--- src/design/skl_pkg.sv ---
// Shared types and constants for the sorted key list block.
// Holds the request and result payload structs, status codes and cell commands.
// No dependencies.
package skl_pkg;

  localparam int unsigned KEY_W        = 32;
  localparam int unsigned REQ_W        = 2;
  localparam int unsigned STATUS_W     = 3;
  localparam int unsigned CAPACITY_DEF = 32;
  localparam int unsigned CAPACITY_MAX = 64;

  // Request codes; code 3 is ignored by the block
  typedef enum logic [REQ_W-1:0] {
    REQ_INSERT = 2'd0,
    REQ_DELETE = 2'd1,
    REQ_LIST   = 2'd2
  } req_type_e;

  typedef enum logic [STATUS_W-1:0] {
    STAT_DONE      = 3'd0,
    STAT_NOT_FOUND = 3'd1,
    STAT_FULL      = 3'd2,
    STAT_ENTRY     = 3'd3,
    STAT_EMPTY     = 3'd4
  } status_e;

  // What every cell of the chain does in a cycle
  typedef enum logic [1:0] {
    CMD_HOLD   = 2'd0,
    CMD_INSERT = 2'd1,
    CMD_DELETE = 2'd2,
    CMD_ROTATE = 2'd3
  } cell_cmd_e;

  typedef struct packed {
    cell_cmd_e        cmd;
    logic [KEY_W-1:0] key;
  } cell_ctrl_t;

  typedef struct packed {
    req_type_e        req_type;
    logic [KEY_W-1:0] key;
  } in_item_t;

  typedef struct packed {
    status_e          status;
    logic [KEY_W-1:0] entry_key;
    logic             last;
  } out_item_t;

endpackage

--- src/design/skl_cell.sv ---
// One storage cell of the sorted key chain.
// Holds a key, compares it with the request key and trades keys with its neighbors.
// Depends on skl_pkg.
module skl_cell #(
  parameter int unsigned Capacity = skl_pkg::CAPACITY_DEF,
  parameter int unsigned Idx      = 0,
  localparam int unsigned CntW    = $clog2(Capacity + 1)
) (
  input  logic                    clk_i,
  input  skl_pkg::cell_ctrl_t     ctrl_i,
  input  logic [CntW-1:0]         count_i,
  input  logic [skl_pkg::KEY_W-1:0] left_key_i,
  input  logic                    left_gt_i,
  input  logic [skl_pkg::KEY_W-1:0] right_key_i,
  input  logic [skl_pkg::KEY_W-1:0] head_key_i,
  output logic [skl_pkg::KEY_W-1:0] key_o,
  output logic                    gt_o,
  output logic                    eq_o
);
  import skl_pkg::*;

  localparam logic [CntW-1:0] IdxC  = CntW'(Idx);
  localparam logic [CntW-1:0] NextC = CntW'(Idx + 1);

  logic [KEY_W-1:0] key_q, key_d;
  logic             occ;
  logic             ge;

  // Compare against the request key; only occupied cells take part
  assign occ  = IdxC < count_i;
  assign gt_o = occ && (key_q > ctrl_i.key);
  assign ge   = occ && (key_q >= ctrl_i.key);
  assign eq_o = occ && (key_q == ctrl_i.key);

  // Next key: open a gap on insert, close it on delete, rotate on list
  always_comb begin
    key_d = key_q;
    unique case (ctrl_i.cmd)
      CMD_INSERT: begin
        if (left_gt_i) begin
          key_d = left_key_i;
        end else if (gt_o || (IdxC == count_i)) begin
          key_d = ctrl_i.key;
        end
      end
      CMD_DELETE: begin
        if (ge && (NextC < count_i)) begin
          key_d = right_key_i;
        end
      end
      CMD_ROTATE: begin
        if (NextC < count_i) begin
          key_d = right_key_i;
        end else if (NextC == count_i) begin
          key_d = head_key_i;
        end
      end
      CMD_HOLD: begin
        key_d = key_q;
      end
      default: begin
        key_d = key_q;
      end
    endcase
  end

  always_ff @(posedge clk_i) begin
    key_q <= key_d;
  end

  assign key_o = key_q;

endmodule

--- src/design/sorted_key_list_core.sv ---
// Sorted key list: insert and delete update the whole cell chain at once, and the
// result is registered, so its transfer comes in the cycle after the request transfer
// at the earliest; an insert or delete is taken every cycle that the output is free.
// A list request streams one key per cycle that the output is free, from the head of
// the chain as it rotates once, and holds the input until its last key is registered.
// Reset (rst_ni low, asynchronous) empties the list; key storage is not cleared.
module sorted_key_list_core #(
  parameter int unsigned Capacity = skl_pkg::CAPACITY_DEF,
  localparam int unsigned CntW    = $clog2(Capacity + 1)
) (
  input  logic               clk_i,
  input  logic               rst_ni,
  input  logic               in_valid_i,
  output logic               in_ready_o,
  input  skl_pkg::in_item_t  in_data_i,
  output logic               out_valid_o,
  input  logic               out_ready_i,
  output skl_pkg::out_item_t out_data_o
);
  import skl_pkg::*;

  localparam logic [CntW-1:0] CapC = CntW'(Capacity);
  localparam logic [CntW-1:0] OneC = CntW'(1);

  typedef enum logic [1:0] {
    ST_IDLE = 2'b01,
    ST_LIST = 2'b10
  } state_e;

  state_e           state_q, state_d;
  logic [CntW-1:0]  count_q, count_d;
  logic [CntW-1:0]  rem_q, rem_d;
  logic             out_valid_q, out_valid_d;
  out_item_t        out_data_q, out_data_d;

  cell_ctrl_t       ctrl;
  logic [KEY_W-1:0] cell_key [Capacity];
  logic [Capacity-1:0] gt_vec;
  logic [Capacity-1:0] eq_vec;
  logic             out_free;
  logic             accept;
  logic             found;
  logic             full;

  assign out_free   = !out_valid_q || out_ready_i;
  assign in_ready_o = (state_q == ST_IDLE) && out_free;
  assign accept     = in_valid_i && in_ready_o;
  assign found      = |eq_vec;
  assign full       = count_q == CapC;

  // Cell chain
  for (genvar i = 0; i < Capacity; i++) begin : g_cell
    logic [KEY_W-1:0] left_key, right_key;
    logic             left_gt;
    if (i == 0) begin : g_head
      assign left_key = cell_key[0];
      assign left_gt  = 1'b0;
    end else begin : g_mid
      assign left_key = cell_key[i-1];
      assign left_gt  = gt_vec[i-1];
    end
    if (i == Capacity - 1) begin : g_tail
      assign right_key = cell_key[i];
    end else begin : g_body
      assign right_key = cell_key[i+1];
    end
    skl_cell #(
      .Capacity(Capacity),
      .Idx     (i)
    ) u_cell (
      .clk_i      (clk_i),
      .ctrl_i     (ctrl),
      .count_i    (count_q),
      .left_key_i (left_key),
      .left_gt_i  (left_gt),
      .right_key_i(right_key),
      .head_key_i (cell_key[0]),
      .key_o      (cell_key[i]),
      .gt_o       (gt_vec[i]),
      .eq_o       (eq_vec[i])
    );
  end

  // Control: chain command, count, list progress and the result register
  always_comb begin
    ctrl.cmd    = CMD_HOLD;
    ctrl.key    = in_data_i.key;
    state_d     = state_q;
    count_d     = count_q;
    rem_d       = rem_q;
    out_valid_d = out_valid_q && !out_ready_i;
    out_data_d  = out_data_q;

    unique case (state_q)
      ST_LIST: begin
        if (out_free) begin
          ctrl.cmd    = CMD_ROTATE;
          out_valid_d = 1'b1;
          out_data_d  = '{status: STAT_ENTRY, entry_key: cell_key[0], last: rem_q == OneC};
          rem_d       = rem_q - OneC;
          if (rem_q == OneC) begin
            state_d = ST_IDLE;
          end
        end
      end
      ST_IDLE: begin
        if (accept) begin
          unique case (in_data_i.req_type)
            REQ_INSERT: begin
              out_valid_d = 1'b1;
              if (full) begin
                out_data_d = '{status: STAT_FULL, entry_key: '0, last: 1'b1};
              end else begin
                ctrl.cmd   = CMD_INSERT;
                count_d    = count_q + OneC;
                out_data_d = '{status: STAT_DONE, entry_key: '0, last: 1'b1};
              end
            end
            REQ_DELETE: begin
              out_valid_d = 1'b1;
              if (found) begin
                ctrl.cmd   = CMD_DELETE;
                count_d    = count_q - OneC;
                out_data_d = '{status: STAT_DONE, entry_key: '0, last: 1'b1};
              end else begin
                out_data_d = '{status: STAT_NOT_FOUND, entry_key: '0, last: 1'b1};
              end
            end
            REQ_LIST: begin
              out_valid_d = 1'b1;
              if (count_q == '0) begin
                out_data_d = '{status: STAT_EMPTY, entry_key: '0, last: 1'b1};
              end else begin
                ctrl.cmd   = CMD_ROTATE;
                out_data_d = '{status: STAT_ENTRY, entry_key: cell_key[0],
                               last: count_q == OneC};
                rem_d      = count_q - OneC;
                if (count_q != OneC) begin
                  state_d = ST_LIST;
                end
              end
            end
            default: begin
              // unused request code: no result
            end
          endcase
        end
      end
      default: begin
        state_d = ST_IDLE;
      end
    endcase
  end

  always_ff @(posedge clk_i or negedge rst_ni) begin
    if (!rst_ni) begin
      state_q     <= ST_IDLE;
      count_q     <= '0;
      rem_q       <= '0;
      out_valid_q <= 1'b0;
    end else begin
      state_q     <= state_d;
      count_q     <= count_d;
      rem_q       <= rem_d;
      out_valid_q <= out_valid_d;
    end
  end

  always_ff @(posedge clk_i) begin
    out_data_q <= out_data_d;
  end

  assign out_valid_o = out_valid_q;
  assign out_data_o  = out_data_q;

`ifndef NO_ASSERTIONS
  a_count_bound: assert property (@(posedge clk_i) disable iff (!rst_ni)
    count_q <= CapC)
    else $error("key count above capacity");

  a_list_rem: assert property (@(posedge clk_i) disable iff (!rst_ni)
    (state_q == ST_LIST) |-> (rem_q != '0))
    else $error("list streaming with nothing left");

  a_insert_count: assert property (@(posedge clk_i) disable iff (!rst_ni)
    (accept && (in_data_i.req_type == REQ_INSERT) && !full)
      |=> (count_q == CntW'($past(count_q) + OneC)))
    else $error("insert did not grow the list");

  a_list_first: assert property (@(posedge clk_i) disable iff (!rst_ni)
    (accept && (in_data_i.req_type == REQ_LIST) && (count_q != '0))
      |=> (out_valid_q && (out_data_q.status == STAT_ENTRY)))
    else $error("list did not emit first entry");
`endif

endmodule

--- config.mk ---
export PLATFORM = sky130hd
export DESIGN_NAME = sorted_key_list_core
export DESIGN_NICKNAME = d
export VERILOG_FILES = /design/src/design/skl_pkg.sv /design/src/design/skl_cell.sv /design/src/design/sorted_key_list_core.sv
export SDC_FILE = /design/constraint.sdc
export NUM_CORES = 2
export LEC_CHECK = 0
export ABC_AREA = 1
export BUFFER_PORTS_ARGS = -buffer_cell sky130_fd_sc_hd__buf_4
export CAP_MARGIN = 20
export CELL_PAD_IN_SITES_DETAIL_PLACEMENT = 1
export CELL_PAD_IN_SITES_GLOBAL_PLACEMENT = 1
export CORE_ASPECT_RATIO = 0.75
export CORE_MARGIN = 8
export CORE_UTILIZATION = 25
export DETAILED_ROUTE_END_ITERATION = 10
export PLACE_DENSITY_LB_ADDON = 0.1
export SYNTH_ARGS = -nofsm -noshare
export SYNTH_HDL_FRONTEND = slang
export SYNTH_HIERARCHICAL = 1
export SYNTH_SLANG_ARGS = --single-unit
export TNS_END_PERCENT = 50
--- constraint.sdc ---
create_clock -name clk_i -period 11.03 [get_ports clk_i]
set_input_delay 0.5515 -clock clk_i [delete_from_list [all_inputs] [get_ports clk_i]]
set_output_delay 0.5515 -clock clk_i [all_outputs]
set_load 0.1 [all_outputs]
# Yosys cells after proc, flatten, opt, wreduce, memory -nomap -nowiden
# Index checks and enable logic that the tools add are counted.
# word_totals
register_bits,1075
in_bits,38
elab_cells,750
# op_classes
n_addsub,3
order_cmp,96
n_eq_ne,180
mux,222
bitwise_logic,2
reduce_logical,208
# op_table
op,count
$mux W32,157
$pmux W32 S3,31
$eq A32 B32 Y1,32
$gt A32 B32 Y1,32
$ge A32 B32 Y1,31
$ne A3 B1 Y1 const B,61
$reduce_and A4 Y1,33
$logic_and A1 B1 Y1,129
$mux W36,3
$pmux W36 S3,1
$eq A5 B6 Y1 const A,16
$lt A5 B6 Y1 const A,16
$ne A2 B1 Y1 const B,36
$pmux W36 S2,1
$pmux W32 S2,1
$eq A4 B6 Y1 const A,8
$lt A4 B6 Y1 const A,8
$mux W6,6
$mux W35,1
$mux W34,1
$logic_or A1 B1 Y1,33
$reduce_or A32 Y1,1
$eq A3 B6 Y1 const A,4
$lt A3 B6 Y1 const A,4
other kinds (30),65

# Logic depth before layout (Yosys ltp)
# depth
ltp_word,11
ltp_mapped,25
mapped_depth_nobuf,24

# Cells and area by module
# The synthesis kept the hierarchy.
# modules_own_cells
mod,instances,cells_per_inst,area_each_um2,seq_area_each_um2
skl_cell (g_cell[28].u_cell),1,412,3357.0,960.9
skl_cell (g_cell[20].u_cell),1,416,3231.8,960.9
skl_cell (g_cell[26].u_cell),1,413,3181.8,960.9
skl_cell (g_cell[13].u_cell),1,421,3179.3,960.9
skl_cell (g_cell[14].u_cell),1,413,3136.8,960.9
skl_cell (g_cell[0].u_cell),1,417,3118.0,960.9
skl_cell (g_cell[16].u_cell),1,417,3109.2,960.9
skl_cell (g_cell[8].u_cell),1,415,3089.2,960.9
skl_cell (g_cell[3].u_cell),1,411,3084.2,960.9
skl_cell (g_cell[12].u_cell),1,415,3081.7,960.9
skl_cell (g_cell[21].u_cell),1,421,3072.9,960.9
skl_cell (g_cell[4].u_cell),1,413,3069.2,960.9
skl_cell (g_cell[22].u_cell),1,393,3067.9,960.9
skl_cell (g_cell[27].u_cell),1,415,3064.2,960.9
19 more rows,-,-,-,-

# Least setup slack after synthesis
# OpenSTA, ideal clock, no wires.
# synth_path
path_kind,register -> register
start,reg count_q[0]
end,"reg g_cell[19].u_cell.key_q[0], enable pin"
setup_time_ps,395
arrival_time_ps,8944
t_required_ps,10635
slack_ps,1691
stages_incl_launch_ff,18
path_buffers,1
period_less_slack_ps,9339
cell_sequence,dfrtp_1 > inv_1 > ha_1 > inv_1 > nor2_1 > nand2_2 > inv_2 > nand2_2 > nand2_1 > nand2_1 > nand2_1 > a21oi_1 > nand2_2 > inv_1 > buf_1 > nand2_1 > nand2_1 > nor2_1
# synth_lines
item,line,text
"start, declared",sorted_key_list_core.sv:31,"logic [CntW-1:0] count_q, count_d;"
"start signal, assigned",sorted_key_list_core.sv:163,count_q <= count_d;
"end signal, assigned",skl_cell.sv:68,key_q <= key_d;
"end, declared",skl_cell.sv:25,"logic [KEY_W-1:0] key_q, key_d;"

==> impl_metrics.tcl <==
set metrics [dict create \
    outcome "completed" \
    cts_buffers 158 \
    clockBufferDepth 4 \
    die_area_um2 423000 \
    grt_setup_unrepaired "no" \
    yosysWarnings 6 \
    whs_ps 105 \
    end_kind "flop" \
    worstSetupPathType "flop to flop" \
    worst-path-stages 24 \
    grt_pass1_wl_mm 767 \
    slew_viol_final 0 \
    synth_area_um2 101000 \
    syn_avg_cell_area_um2 7.46 \
    track_usage_pct 24.5 \
    p_sw_share_pct 54.3 \
    dp_hpwl_mm 394 \
    final_cell_mix "nand2_1 (2,347), nor2_1 (1,502), a21oi_1 (1,418)" \
    vias_per_cell 5.52 \
    p_leak_nw 44.2 \
    path_clk_slew_ps 60 \
    dr_wl_met2_mm 210 \
    dr_wl_met3_mm 37.5 \
    cap_viol_max_count 0 \
    io-pin-count 76 \
    nNetsFinal 14300 \
    whs_path_depth 4 \
    period_share_pct 68.9 \
    p_per_area_nw_per_um2 286 \
    vdd_drop_max_mv 0.344 \
    first_iter_violations 10100 \
    worstMarginPinSlew_ps 1190 \
    path_max_fanout 146 \
    p_clk_share_pct 16.6 \
    fin_area_um2 112000 \
    placementRows 201 \
    cts_tree "done" \
    topRoutingLayerUsed "met5" \
    start_kind "flop" \
    drc_errors 0 \
    area_growth_pct 10.8 \
    grt_pass1_vias 101000 \
    crit_arrival_ps 8140 \
    drive_above_1_share_pct 8.85 \
    htreeDepth 4 \
    grt_max_degree 147 \
    setup_viol 0 \
    dp_slack_ps 2690 \
    cp.buffers_inverters 7 \
    worst_slack_ps 3430 \
    slew_headroom_pct 20.4 \
    dr.pass1.iters 5 \
    worstPathCellList "buf_4, nor2_1, nand2_1, nor2_2, buf_4, inv_2, nor2_2, nor2_1, nor2_1, nand2_1, nor2_1, nand2_1, o21ai_0, nand2_1, nand2_1, a21oi_4, buf_12, buf_4, nand2_1, inv_2, nand2_1, nand2_1, nor2_2, buf_4" \
    wl_met1_mm 283 \
    hold_violations 0 \
    internal_power_mw 14.6 \
    p_seq_share_pct 27.9 \
    netSwitchingPower_mw 17.3 \
    cpMostUsedCell "nand2_1" \
    worst_path_max_delay_cell "dfrtp_4" \
    wl_mm 542 \
    post_dp_cell_area_um2 106000 \
    die_x_um 749 \
    finClkSkew_ps 58.2 \
    n_fill_cell 48100 \
    core_um2 400000 \
    r2r_cells 24 \
    initial_core_util_pct 25.1 \
    final_util_pct 27.9 \
    vias 103000 \
    clk-insertion-delay-late_ps 870 \
    routedWlPerCell_um 28.9 \
    critPathTopFamily "buffers and inverters" \
    combPwrFrac_pct 55.5 \
    dieHeight_um 565 \
    cts.sink_count 1075 \
    antenna_left 0 \
    cts_root_buffer "clkbuf_16" \
    port_buffers 75 \
    setup_tns_ps 0 \
    gp_routability_congestion 0.849 \
    cp_data_required_time_ps 11570 \
    antenna_found_initial 36 \
    final_common_cell "nand2_1" \
    fin_crit_ps 7600 \
    critPathMaxStageDelay_ps 770 \
    synth_cells 13500 \
    fmax_mhz 132 \
    grt_overflow 0 \
    holdCritPathClass "primary input to flop" \
]
power groups by stage:
stage                     logic, mW  clock network [mW]  registers (mW)
after CTS                      17.4                5.43            8.86
after floorplan                11.0                   0            8.47
after detailed placement       17.3                   0            8.93
after global routing           19.2                5.53            9.00
final                          17.7                5.27            8.90
after global placement         16.8                   0            8.90
final cells by class:
type                    count  area (µm²)  area share (%)
multi-input cells       10200       59300            53.2
clock inverters            82         840           0.753
inverters                1535        5800            5.20
repair buffers            303        2490            2.24
flip-flops and latches   1075       32200            28.9
clock buffers             188        4090            3.67
diodes                     14        35.0          0.0314
well taps                5379        6730            6.04
sequential cells by signal, indices dropped and copies added (netlist names):
signal	cells
count_q	6
g_cell.u_cell/key_o	1024
out_data_o	36
out_valid_o	1
rem_q	6
state_q	2
routing by layer:
| layer | vias up | GRT usage, % |
|---|---|---|
| met2 | 3510 | 33.8 |
| met5 | - | 0 |
| met1 | 52900 | 39.5 |
| li1 | 46500 | - |
| met4 | 8 | 4.94 |
| met3 | 558 | 3.38 |
worst reg2reg max path, stage by stage, from the launching register on:
cell     delay, ps
dfrtp_4        770
buf_4          610
nor2_1         120
nand2_1         90
nor2_2          40
buf_4          260
inv_2          730
nor2_2         130
nor2_1         260
nor2_1          80
nand2_1        140
nor2_1         150
nand2_1        150
o21ai_0        100
nand2_1         90
nand2_1         90
a21oi_4        630
buf_12         580
buf_4          930
nand2_1        240
inv_2          490
nand2_1        150
nand2_1        100
nor2_2          40
buf_4          280
final timing paths:
check | slack (ps) | start | end
min in group asynchronous | 320 | rst_ni | rem_q[5]$_DFFE_PN0P_
worst min register to register | 510 | state_q[0]$_DFFE_PN1P_ | state_q[0]$_DFFE_PN1P_
max in group asynchronous | 10460 | rst_ni | state_q[0]$_DFFE_PN1P_
worst max register to register | 3430 | count_q[5]$_DFFE_PN0P_ | g_cell[24].u_cell/key_o[12]$_DFFE_PP_
worst max-delay path | 3430 | count_q[5]$_DFFE_PN0P_ | g_cell[24].u_cell/key_o[12]$_DFFE_PP_
worst min-delay path | 110 | out_ready_i | out_valid_o$_DFF_PN0_
metrics by stage:
stage,power [mW],std cells
after floorplan,19.4,13500
after global placement,25.7,18500
after detailed placement,26.2,18500
after CTS,31.7,18700
after global routing,33.7,18700
final,31.8,18800
timing repair:
item / CTS / global route
resized for setup: 0 / 0
hold buffers: 1 / 0
setup buffers: 0 / 0
hold endpoints to repair: 15 / 0
Power figures use the tool's default switching activity.
